## config.mk

```make
export PLATFORM = sky130hd
export DESIGN_NAME = pid_speed_duty_regulator_flat
export DESIGN_NICKNAME = d
export VERILOG_FILES = /design/src/design/psdr_pkg.sv /design/src/design/psdr_if.sv /design/src/design/psdr_seq.sv /design/src/design/psdr_datapath.sv /design/src/design/pid_speed_duty_regulator.sv /design/src/flat_wrapper.sv
export VERILOG_INCLUDE_DIRS = /design/src /design/src/design
export SDC_FILE = /design/constraint.sdc
export NUM_CORES = 2
export LEC_CHECK = 0
export ABC_CLOCK_PERIOD_IN_PS = 16000
export BUFFER_PORTS_ARGS = -buffer_cell sky130_fd_sc_hd__buf_4
export CAP_MARGIN = 20
export CELL_PAD_IN_SITES_DETAIL_PLACEMENT = 0
export CELL_PAD_IN_SITES_GLOBAL_PLACEMENT = 1
export CORE_AREA = 2 2 248 250
export DETAILED_ROUTE_END_ITERATION = 8
export DIE_AREA = 0 0 250 252
export PLACE_DENSITY = 0.87
export SLEW_MARGIN = 20
export SYNTH_ARGS = -nofsm -noshare
export SYNTH_HDL_FRONTEND = slang
export SYNTH_HIERARCHICAL = 1
export SYNTH_SLANG_ARGS = --single-unit
```

## constraint.sdc

```tcl
create_clock -name clk -period 16 [get_ports clk]
set_input_delay 1.6 -clock clk [delete_from_list [all_inputs] [get_ports clk]]
set_output_delay 1.6 -clock clk [all_outputs]
set_load 0.03 [all_outputs]
```

## src/design/pid_speed_duty_regulator_defines.svh

```systemverilog
// Assertion macros shared by the regulator RTL.
`ifndef PID_SPEED_DUTY_REGULATOR_DEFINES_SVH
`define PID_SPEED_DUTY_REGULATOR_DEFINES_SVH

`ifndef SYNTH
// Same-cycle implication, disabled during reset.
`define PSDR_ASSERT_IMPLY(label, clk, rst_n, ante, cons) \
    label: assert property (@(posedge clk) disable iff (!rst_n) (ante) |-> (cons)) \
        else $error("same-cycle implication failed");
// Next-cycle implication, disabled during reset.
`define PSDR_ASSERT_NEXT(label, clk, rst_n, ante, cons) \
    label: assert property (@(posedge clk) disable iff (!rst_n) (ante) |=> (cons)) \
        else $error("next-cycle implication failed");
`else
`define PSDR_ASSERT_IMPLY(label, clk, rst_n, ante, cons)
`define PSDR_ASSERT_NEXT(label, clk, rst_n, ante, cons)
`endif

`endif

```

## src/design/psdr_pkg.sv

```systemverilog
`timescale 1ns / 1ps
`default_nettype none

package psdr_pkg;

    localparam int FRAC_BITS = 8;
    localparam int SUM_WIDTH = 24;

    localparam int DATA_W    = 16;
    localparam int ERR_W     = DATA_W + 1;
    localparam int DIFF_W    = DATA_W + 2;
    localparam int MUL_A_W   = DATA_W + 1;
    localparam int MUL_B_W   = (SUM_WIDTH > DIFF_W) ? SUM_WIDTH : DIFF_W;
    localparam int PROD_W    = MUL_A_W + MUL_B_W;
    localparam int ACC_W     = PROD_W + 2;
    localparam int CFG_IDX_W = 3;

    // Register indexes
    localparam logic [CFG_IDX_W-1:0] REG_SETPOINT   = 3'd0;
    localparam logic [CFG_IDX_W-1:0] REG_KP         = 3'd1;
    localparam logic [CFG_IDX_W-1:0] REG_KI         = 3'd2;
    localparam logic [CFG_IDX_W-1:0] REG_KD         = 3'd3;
    localparam logic [CFG_IDX_W-1:0] REG_DUTY_CEIL  = 3'd4;
    localparam logic [CFG_IDX_W-1:0] REG_DUTY_START = 3'd5;

    // Register reset values
    localparam logic [DATA_W-1:0] SETPOINT_RST   = 16'd8448;
    localparam logic [DATA_W-1:0] KP_RST         = 16'd51;
    localparam logic [DATA_W-1:0] KI_RST         = 16'd26;
    localparam logic [DATA_W-1:0] KD_RST         = 16'd0;
    localparam logic [DATA_W-1:0] DUTY_CEIL_RST  = 16'd12500;
    localparam logic [DATA_W-1:0] DUTY_START_RST = 16'd6250;

    typedef enum logic [1:0] {
        MSEL_P,
        MSEL_I,
        MSEL_D,
        MSEL_U
    } mul_sel_t;

    typedef struct packed {
        logic     load_err;
        logic     mul_en;
        mul_sel_t mul_sel;
        logic     acc_load;
        logic     acc_add;
        logic     ctrl_en;
        logic     duty_en;
    } psdr_cmd_t;

    typedef struct packed {
        logic        [DATA_W-1:0] setpoint;
        logic signed [DATA_W-1:0] kp;
        logic signed [DATA_W-1:0] ki;
        logic signed [DATA_W-1:0] kd;
        logic        [DATA_W-1:0] duty_ceiling;
    } psdr_cfg_t;

    typedef struct packed {
        logic signed [DATA_W-1:0] control_value;
        logic        [DATA_W-1:0] new_duty;
        logic                     saturated;
    } psdr_res_t;

endpackage

`default_nettype wire

```

## src/design/psdr_if.sv

```systemverilog
`timescale 1ns / 1ps
`default_nettype none

interface psdr_in_if;
    logic                          valid;
    logic                          ready;
    logic [psdr_pkg::DATA_W-1:0]   measured_speed;

    modport source (output valid, output measured_speed, input ready);
    modport sink   (input valid, input measured_speed, output ready);
endinterface

interface psdr_out_if;
    logic                               valid;
    logic                               ready;
    logic signed [psdr_pkg::DATA_W-1:0] control_value;
    logic        [psdr_pkg::DATA_W-1:0] new_duty;
    logic                               saturated;

    modport source (output valid, output control_value, output new_duty, output saturated,
                    input ready);
    modport sink   (input valid, input control_value, input new_duty, input saturated,
                    output ready);
endinterface

`default_nettype wire

```

## src/design/psdr_seq.sv

```systemverilog
`timescale 1ns / 1ps
`default_nettype none
`include "pid_speed_duty_regulator_defines.svh"

module psdr_seq (
    input  wire logic                clk,
    input  wire logic                rst_n,
    input  wire logic                in_valid,
    output logic                     in_ready,
    input  wire logic                out_stall,
    output psdr_pkg::psdr_cmd_t      cmd
);
    import psdr_pkg::*;

    typedef enum logic [7:0] {
        ST_IDLE  = 8'b0000_0001,
        ST_MUL_P = 8'b0000_0010,
        ST_MUL_I = 8'b0000_0100,
        ST_MUL_D = 8'b0000_1000,
        ST_ACC   = 8'b0001_0000,
        ST_CTRL  = 8'b0010_0000,
        ST_MUL_U = 8'b0100_0000,
        ST_DUTY  = 8'b1000_0000
    } state_t;

    state_t state_reg;
    state_t state_next;
    logic   accept;

    assign in_ready = (state_reg == ST_IDLE);
    assign accept   = in_valid && in_ready;

    always_comb
    begin
        state_next   = state_reg;
        cmd          = '0;
        cmd.mul_sel  = MSEL_P;
        cmd.load_err = accept;
        case (state_reg)
            ST_IDLE:
            begin
                if (accept)
                begin
                    state_next = ST_MUL_P;
                end
            end
            ST_MUL_P:
            begin
                cmd.mul_en  = 1'b1;
                cmd.mul_sel = MSEL_P;
                state_next  = ST_MUL_I;
            end
            ST_MUL_I:
            begin
                cmd.mul_en   = 1'b1;
                cmd.mul_sel  = MSEL_I;
                cmd.acc_load = 1'b1;
                state_next   = ST_MUL_D;
            end
            ST_MUL_D:
            begin
                cmd.mul_en  = 1'b1;
                cmd.mul_sel = MSEL_D;
                cmd.acc_add = 1'b1;
                state_next  = ST_ACC;
            end
            ST_ACC:
            begin
                cmd.acc_add = 1'b1;
                state_next  = ST_CTRL;
            end
            ST_CTRL:
            begin
                cmd.ctrl_en = 1'b1;
                state_next  = ST_MUL_U;
            end
            ST_MUL_U:
            begin
                cmd.mul_en  = 1'b1;
                cmd.mul_sel = MSEL_U;
                state_next  = ST_DUTY;
            end
            ST_DUTY:
            begin
                // hold until the output word slot frees up
                if (!out_stall)
                begin
                    cmd.duty_en = 1'b1;
                    state_next  = ST_IDLE;
                end
            end
            default:
            begin
                state_next = ST_IDLE;
            end
        endcase
    end

    always_ff @(posedge clk or negedge rst_n)
    begin
        if (!rst_n)
        begin
            state_reg <= ST_IDLE;
        end
        else
        begin
            state_reg <= state_next;
        end
    end

    `PSDR_ASSERT_NEXT(a_accept_starts, clk, rst_n, accept, state_reg == ST_MUL_P)
    `PSDR_ASSERT_IMPLY(a_duty_needs_slot, clk, rst_n, cmd.duty_en, !out_stall)
    `PSDR_ASSERT_IMPLY(a_ready_only_idle, clk, rst_n, in_ready, !cmd.mul_en && !cmd.duty_en)

endmodule

`default_nettype wire

```

## src/design/psdr_datapath.sv

```systemverilog
`timescale 1ns / 1ps
`default_nettype none

module psdr_datapath (
    input  wire logic                        clk,
    input  wire logic                        rst_n,
    input  wire psdr_pkg::psdr_cmd_t         cmd,
    input  wire psdr_pkg::psdr_cfg_t         cfg,
    input  wire logic                        duty_load,
    input  wire logic [psdr_pkg::DATA_W-1:0] duty_load_value,
    input  wire logic [psdr_pkg::DATA_W-1:0] measured_speed,
    output psdr_pkg::psdr_res_t              res
);
    import psdr_pkg::*;

    localparam logic signed [ACC_W-1:0] CTRL_MAX = ACC_W'(32767);
    localparam logic signed [ACC_W-1:0] CTRL_MIN = -(ACC_W'(32768));

    // Loop state
    logic signed [SUM_WIDTH-1:0] error_sum_reg;
    logic signed [ERR_W-1:0]     last_error_reg;
    logic        [DATA_W-1:0]    duty_now_reg;

    // Per-word working registers
    logic signed [ERR_W-1:0]     err_reg;
    logic signed [DIFF_W-1:0]    diff_reg;
    logic                        isat_reg;
    logic signed [PROD_W-1:0]    prod_reg;
    logic signed [ACC_W-1:0]     acc_reg;
    logic signed [DATA_W-1:0]    ctrl_reg;
    logic                        csat_reg;

    logic signed [ERR_W-1:0]     err_c;
    logic signed [SUM_WIDTH:0]   sum_wide;
    logic signed [SUM_WIDTH-1:0] sum_c;
    logic                        sum_ovf;
    logic signed [DIFF_W-1:0]    diff_c;

    logic signed [MUL_A_W-1:0]   mul_a;
    logic signed [MUL_B_W-1:0]   mul_b;
    logic signed [PROD_W-1:0]    prod_c;
    logic signed [ACC_W-1:0]     prod_ext;

    logic signed [ACC_W-1:0]     acc_sh;
    logic signed [DATA_W-1:0]    ctrl_c;
    logic                        csat_c;

    logic signed [PROD_W-1:0]    duty_sh;
    logic signed [PROD_W:0]      duty_sum;
    logic signed [PROD_W:0]      max_ext;
    logic        [DATA_W-1:0]    duty_c;
    logic                        dsat_c;

    // Error, saturating integral and difference
    assign err_c    = $signed({1'b0, measured_speed}) - $signed({1'b0, cfg.setpoint});
    assign sum_wide = {error_sum_reg[SUM_WIDTH-1], error_sum_reg}
                    + {{(SUM_WIDTH+1-ERR_W){err_c[ERR_W-1]}}, err_c};
    assign sum_ovf  = sum_wide[SUM_WIDTH] != sum_wide[SUM_WIDTH-1];
    assign sum_c    = sum_ovf ? {sum_wide[SUM_WIDTH], {(SUM_WIDTH-1){~sum_wide[SUM_WIDTH]}}}
                              : sum_wide[SUM_WIDTH-1:0];
    assign diff_c   = {err_c[ERR_W-1], err_c} - {last_error_reg[ERR_W-1], last_error_reg};

    // Shared multiplier operand select
    always_comb
    begin
        case (cmd.mul_sel)
            MSEL_P:
            begin
                mul_a = {cfg.kp[DATA_W-1], cfg.kp};
                mul_b = {{(MUL_B_W-ERR_W){err_reg[ERR_W-1]}}, err_reg};
            end
            MSEL_I:
            begin
                mul_a = {cfg.ki[DATA_W-1], cfg.ki};
                mul_b = MUL_B_W'(error_sum_reg);
            end
            MSEL_D:
            begin
                mul_a = {cfg.kd[DATA_W-1], cfg.kd};
                mul_b = MUL_B_W'(diff_reg);
            end
            MSEL_U:
            begin
                mul_a = $signed({1'b0, duty_now_reg});
                mul_b = {{(MUL_B_W-DATA_W){ctrl_reg[DATA_W-1]}}, ctrl_reg};
            end
            default:
            begin
                mul_a = '0;
                mul_b = '0;
            end
        endcase
    end

    assign prod_c   = mul_a * mul_b;
    assign prod_ext = {{(ACC_W-PROD_W){prod_reg[PROD_W-1]}}, prod_reg};

    // Scale and saturate the control value
    assign acc_sh = acc_reg >>> FRAC_BITS;
    always_comb
    begin
        if (acc_sh > CTRL_MAX)
        begin
            ctrl_c = 16'sh7FFF;
            csat_c = 1'b1;
        end
        else if (acc_sh < CTRL_MIN)
        begin
            ctrl_c = 16'sh8000;
            csat_c = 1'b1;
        end
        else
        begin
            ctrl_c = acc_sh[DATA_W-1:0];
            csat_c = 1'b0;
        end
    end

    // Multiplicative duty update and clamp
    assign duty_sh  = prod_reg >>> FRAC_BITS;
    assign duty_sum = {duty_sh[PROD_W-1], duty_sh}
                    + $signed({{(PROD_W+1-DATA_W){1'b0}}, duty_now_reg});
    assign max_ext  = $signed({{(PROD_W+1-DATA_W){1'b0}}, cfg.duty_ceiling});

    always_comb
    begin
        if (duty_sum < 0)
        begin
            duty_c = '0;
            dsat_c = 1'b1;
        end
        else if (duty_sum > max_ext)
        begin
            duty_c = cfg.duty_ceiling;
            dsat_c = 1'b1;
        end
        else
        begin
            duty_c = duty_sum[DATA_W-1:0];
            dsat_c = 1'b0;
        end
    end

    assign res.control_value = ctrl_reg;
    assign res.new_duty      = duty_c;
    assign res.saturated     = isat_reg | csat_reg | dsat_c;

    always_ff @(posedge clk or negedge rst_n)
    begin
        if (!rst_n)
        begin
            error_sum_reg  <= '0;
            last_error_reg <= '0;
            duty_now_reg   <= DUTY_START_RST;
        end
        else
        begin
            if (cmd.load_err)
            begin
                error_sum_reg  <= sum_c;
                last_error_reg <= err_c;
            end
            if (duty_load)
            begin
                duty_now_reg <= duty_load_value;
            end
            else if (cmd.duty_en)
            begin
                duty_now_reg <= duty_c;
            end
        end
    end

    always_ff @(posedge clk)
    begin
        if (cmd.load_err)
        begin
            err_reg  <= err_c;
            diff_reg <= diff_c;
            isat_reg <= sum_ovf;
        end
        if (cmd.mul_en)
        begin
            prod_reg <= prod_c;
        end
        if (cmd.acc_load)
        begin
            acc_reg <= prod_ext;
        end
        else if (cmd.acc_add)
        begin
            acc_reg <= acc_reg + prod_ext;
        end
        if (cmd.ctrl_en)
        begin
            ctrl_reg <= ctrl_c;
            csat_reg <= csat_c;
        end
    end

endmodule

`default_nettype wire

```

## src/design/pid_speed_duty_regulator.sv

```systemverilog
`timescale 1ns / 1ps
`default_nettype none
`include "pid_speed_duty_regulator_defines.svh"

// Channel  | Dir | Payload                                      | Word
// in_ch    | in  | measured_speed (u16 Q8.8)                    | one speed sample
// out_ch   | out | control_value (s16 Q8.8), new_duty, saturated | one result per sample
// cfg      | in  | cfg_we, cfg_index[2:0], cfg_data[15:0]       | one register write
//
// A sample steps through MUL_P, MUL_I, MUL_D, ACC, CTRL, MUL_U and DUTY before the next may enter:
// one shared 17 x SUM_WIDTH multiplier runs the kp, ki, kd and duty products in turn.
// in_ch.ready is high only while the sequencer is idle; the result register frees the
// sequencer as soon as the word is loaded, so the next sample may enter while it waits.
// A stalled out_ch holds the sequencer in its last step until the result slot is free.
// rst_n clears the loop state at once: integral and last error to zero, duty to 6250.

module pid_speed_duty_regulator (
    input  wire logic                              clk,
    input  wire logic                              rst_n,
    input  wire logic                              cfg_we,
    input  wire logic [psdr_pkg::CFG_IDX_W-1:0]    cfg_index,
    input  wire logic [psdr_pkg::DATA_W-1:0]       cfg_data,
    psdr_in_if.sink                                in_ch,
    psdr_out_if.source                             out_ch
);
    import psdr_pkg::*;

    psdr_cfg_t   cfg_reg;
    psdr_cmd_t   cmd;
    psdr_res_t   res;
    logic        duty_load;
    logic        out_valid_reg;
    logic        out_stall;
    psdr_res_t   out_reg;

    // Register file: write only, one register per edge
    assign duty_load = cfg_we && (cfg_index == REG_DUTY_START);

    always_ff @(posedge clk or negedge rst_n)
    begin
        if (!rst_n)
        begin
            cfg_reg.setpoint     <= SETPOINT_RST;
            cfg_reg.kp           <= KP_RST;
            cfg_reg.ki           <= KI_RST;
            cfg_reg.kd           <= KD_RST;
            cfg_reg.duty_ceiling <= DUTY_CEIL_RST;
        end
        else if (cfg_we)
        begin
            case (cfg_index)
                REG_SETPOINT:   cfg_reg.setpoint     <= cfg_data;
                REG_KP:         cfg_reg.kp           <= cfg_data;
                REG_KI:         cfg_reg.ki           <= cfg_data;
                REG_KD:         cfg_reg.kd           <= cfg_data;
                REG_DUTY_CEIL:  cfg_reg.duty_ceiling <= cfg_data;
                // duty start loads the duty state directly in the datapath
                default:        ;
            endcase
        end
    end

    // Hold the sequencer only while a finished word sits untaken
    assign out_stall = out_valid_reg && !out_ch.ready;

    psdr_seq u_seq (
        .clk       (clk),
        .rst_n     (rst_n),
        .in_valid  (in_ch.valid),
        .in_ready  (in_ch.ready),
        .out_stall (out_stall),
        .cmd       (cmd)
    );

    psdr_datapath u_datapath (
        .clk             (clk),
        .rst_n           (rst_n),
        .cmd             (cmd),
        .cfg             (cfg_reg),
        .duty_load       (duty_load),
        .duty_load_value (cfg_data),
        .measured_speed  (in_ch.measured_speed),
        .res             (res)
    );

    // Output word register: load on the last sequencer step, drop on take
    always_ff @(posedge clk or negedge rst_n)
    begin
        if (!rst_n)
        begin
            out_valid_reg <= 1'b0;
        end
        else if (cmd.duty_en)
        begin
            out_valid_reg <= 1'b1;
        end
        else if (out_ch.ready)
        begin
            out_valid_reg <= 1'b0;
        end
    end

    always_ff @(posedge clk)
    begin
        if (cmd.duty_en)
        begin
            out_reg <= res;
        end
    end

    assign out_ch.valid         = out_valid_reg;
    assign out_ch.control_value = out_reg.control_value;
    assign out_ch.new_duty      = out_reg.new_duty;
    assign out_ch.saturated     = out_reg.saturated;

    `PSDR_ASSERT_NEXT(a_result_posted, clk, rst_n, cmd.duty_en, out_ch.valid)
    `PSDR_ASSERT_IMPLY(a_no_overwrite, clk, rst_n, cmd.duty_en && out_valid_reg, out_ch.ready)
    `PSDR_ASSERT_IMPLY(a_busy_not_ready, clk, rst_n, cmd.mul_en || cmd.ctrl_en, !in_ch.ready)

endmodule

`default_nettype wire

```

## src/flat_wrapper.sv

```systemverilog
// flat-port wrapper written by rule: the top's interface ports become plain ports
module pid_speed_duty_regulator_flat import psdr_pkg::*;
  (clk, rst_n, cfg_we, cfg_index, cfg_data, in_ch_valid, in_ch_measured_speed, in_ch_ready, out_ch_valid, out_ch_control_value, out_ch_new_duty, out_ch_saturated, out_ch_ready);
  psdr_in_if in_ch_i ();
  psdr_out_if out_ch_i ();
  input  wire logic clk;
  input  wire logic rst_n;
  input  wire logic cfg_we;
  input  wire logic [psdr_pkg::CFG_IDX_W-1:0] cfg_index;
  input  wire logic [psdr_pkg::DATA_W-1:0] cfg_data;
  input wire logic [$bits(in_ch_i.valid)-1:0] in_ch_valid;
  input wire logic [$bits(in_ch_i.measured_speed)-1:0] in_ch_measured_speed;
  output wire logic [$bits(in_ch_i.ready)-1:0] in_ch_ready;
  output wire logic [$bits(out_ch_i.valid)-1:0] out_ch_valid;
  output wire logic [$bits(out_ch_i.control_value)-1:0] out_ch_control_value;
  output wire logic [$bits(out_ch_i.new_duty)-1:0] out_ch_new_duty;
  output wire logic [$bits(out_ch_i.saturated)-1:0] out_ch_saturated;
  input wire logic [$bits(out_ch_i.ready)-1:0] out_ch_ready;
  assign in_ch_i.valid = in_ch_valid;
  assign in_ch_i.measured_speed = in_ch_measured_speed;
  assign in_ch_ready = in_ch_i.ready;
  assign out_ch_valid = out_ch_i.valid;
  assign out_ch_control_value = out_ch_i.control_value;
  assign out_ch_new_duty = out_ch_i.new_duty;
  assign out_ch_saturated = out_ch_i.saturated;
  assign out_ch_i.ready = out_ch_ready;
  pid_speed_duty_regulator u_core (.clk(clk), .rst_n(rst_n), .cfg_we(cfg_we), .cfg_index(cfg_index), .cfg_data(cfg_data), .in_ch(in_ch_i), .out_ch(out_ch_i));
endmodule
```

==> qor.yml <==
synthesis:
  yosysSeqAreaShare_pct: 26.2
  synthTopCellsByArea: "fa_1 24%, edfxtp_1 15%, dfrtp_1 9.3%, ha_1 8.6%, inv_1 6.3%"
  synth_edf_count: 170
  syn_area_per_cell_um2: 9.80
  yosysMostFrequentCell: "inv_1"
  ys_seq_elements: 316
  synthDistinctLibCells: 95
  synth_top_area_share_pct: 24.3
  synth_cells: 3421
  syn_nets: 4097
  yosysWarnings: 6
  syn_area_um2: 33500
  synth.top_cells.by_count: "558 x inv_1, 406 x fa_1, 376 x nand2_1, 293 x nor2_1, 230 x ha_1"
  synthArstFlopShare_pct: 46.2
  synth_area_leader_cell: "fa_1"
  synthFlopType: "edfxtp_1"
timing:
  rsz0062_at_grt: "false"
  tightestPinTransition_ns: 1.09
  setup_viol: 0
  worst_slack_ns: 5.59
  hold_viol_final: 0
  slew_violations: 0
  layout_min_cycle_time_ns: 10.41
  maxSlewHeadroom_pct: 26.9
  post-route-period-util_pct: 65.1
  fmax_ghz: 0.0960
  finClkSkew_ns: 0.0400
  tns_ns: 0
floorplan:
  dieArea_um2: 63000
  die_y_um: 252
  core_area_um2: 60100
  ioPinCount: 75
  num_rows: 90
  start_util_pct: 55.7
  die_w_um: 250
place:
  hpwlAfterDp_um: 70200
  port_buffers: 74
  dp_slack_ns: 5.64
  gp_congestion: 0.983
global_route:
  antenna_found_initial: 4
  grt_overflow: 0
  grt_pass1_wl_um: 142000
  grt_max_degree: 94
  grt_pass1_vias: 25700
  grt_usage_pct: 29.1
worst_setup_path:
  end_kind: "flop"
  path_class: "flop to flop"
  cp_slowest_cell: "and2_1"
  required_ns: 16.31
  slowest_delay_ns: 0.73
  crit_buf_inv: 5
  critPathMostFrequentCell: "fa_1"
  reg2reg_from: "u_core/u_seq/state_reg[5]"
  path_max_fanout: 53
  start_kind: "flop"
  cp.arrival_ns: 10.72
  crit_start: "u_core/u_seq/state_reg[5]"
  critPathTopFamily: "adder cells"
layout:
  nets: 4115
  largest_reg_flops: 80
  layout-drive-gt1-share_pct: 10.7
  n_fill_cell: 5081
  syn_to_final_growth_pct: 7.49
clock_network:
  cts-resized-gates: 0
  cts_hold_repair.buffers: 0
  clkLatencyLatePin_ns: 0.57
  path_clk_slew_ns: 0.06
  postCtsSetupBuffers: 0
  cts_root_buffer: "clkbuf_16"
  cts_tree: "built"
  clock-sinks: 316
  htreeDepth: 2
  numCtsBuffers: 35
  clockBufferDepth: 3
job:
  maxCapViolCount: 0
detailed_routing:
  finalWirelength_um: 88900
  drtAntennaViolNets: 0
  firstDrtPassIters: 6
  drt-initial-drc-count: 1875
  vias_per_cell: 5.76
  vias: 24500
  remaining_drc_errors: 0
  wl_per_cell_um: 20.9
status:
  status: "finished clean"
worst_hold_path:
  hp-start: "u_core/cfg_reg[18]"
  hold_path_class: "flop to flop"
## metal layers
metal  GRT usage [%]  share of wire [%]
met1            38.8                 42
met2            47.5                 46
met3            6.51                8.0
met4            9.44                3.6
met5               0                  0
## path summary, 6_finish.rpt
check	slack (ns)	end	cells past startpoint
min in group asynchronous	1.05	u_core/cfg_reg[76]	1
max reg2reg	5.59	u_core/u_datapath/prod_reg[37]	29
max	5.59	u_core/u_datapath/prod_reg[37]	29
max in group asynchronous	13.73	u_core/cfg_reg[32]	2
min reg2reg	0.51	u_core/cfg_reg[18]	1
min	0.51	u_core/cfg_reg[18]	1
## area by class of cell
type / instances / area (µm²) / share of cell area [%]
antenna: 1 / 2.50 / 0.00695
clock buffer: 41 / 938 / 2.61
clock inverter: 21 / 290 / 0.806
inverter: 558 / 2090 / 5.81
multi-input combinational: 2425 / 22100 / 61.4
sequential: 316 / 8790 / 24.4
tap: 782 / 978 / 2.72
timing repair buffer: 103 / 801 / 2.22
## worst register-to-register path, delay by kind of cell, from the launching register on
kind,cells,cell delay (ns)
compound gates,9,1.86
xor+xnor,1,0.08
fa+ha+maj,7,3.50
buf+inv,5,1.70
flops,1,0.43
mux,1,0.30
simple gates,6,2.27
## layout by cell type (no fill, tap or decap), drive strengths merged, types with 7 or more instances in the layout
cell type	synthesis	routed
a211oi	17	17
a21o	53	53
a21oi	135	135
a31oi	14	14
and2	50	50
and3	11	11
buf	25	103
clkbuf	96	41
clkinv	0	12
dfrtp	124	124
dfstp	22	22
edfxtp	170	170
fa	406	406
ha	230	230
inv	558	560
maj3	20	20
mux2	127	127
mux2i	38	38
mux4	12	12
nand2	376	376
nand2b	21	21
nand3	40	40
nand4	18	18
nor2	294	294
nor2b	24	24
nor3	29	29
nor3b	20	20
nor4	15	15
o211ai	7	7
o21a	37	37
o21ai	158	158
o21bai	16	16
o31ai	11	11
or2	11	11
or3	7	7
xnor2	104	104
xor2	42	42
## through the flow
| stage | std cells | cell area [µm²] | utilization [%] | hold WS (ns) |
|---|---|---|---|---|
| 5_1_grt | 4246 | 36000 | 59.9 | 0.513 |
| 3_5_place_dp | 4183 | 34700 | 57.8 | 0.493 |
| 6_report | 4247 | 36000 | 59.9 | 0.507 |
| 3_3_place_gp | 4183 | 34700 | 57.8 | 0.484 |
| 2_1_floorplan | 3421 | 33500 | - | 0.421 |
| 4_1_cts | 4245 | 36000 | 59.8 | 0.508 |
## cells by family after synthesis
family	count (synthesis)	share of synthesized area, %
AND/OR/NAND/NOR	936	12.6
buffers and inverters	680	7.97
adder cells (fa/ha/maj)	656	33.4
AO/OA/AOI/OAI	510	9.63
flip-flops	316	26.2
multiplexers	177	6.22
XOR/XNOR	146	3.87
Power is left out: the tool's default activity adds up to more than one toggle a clock period on the data nets, which glitch-free logic cannot reach.
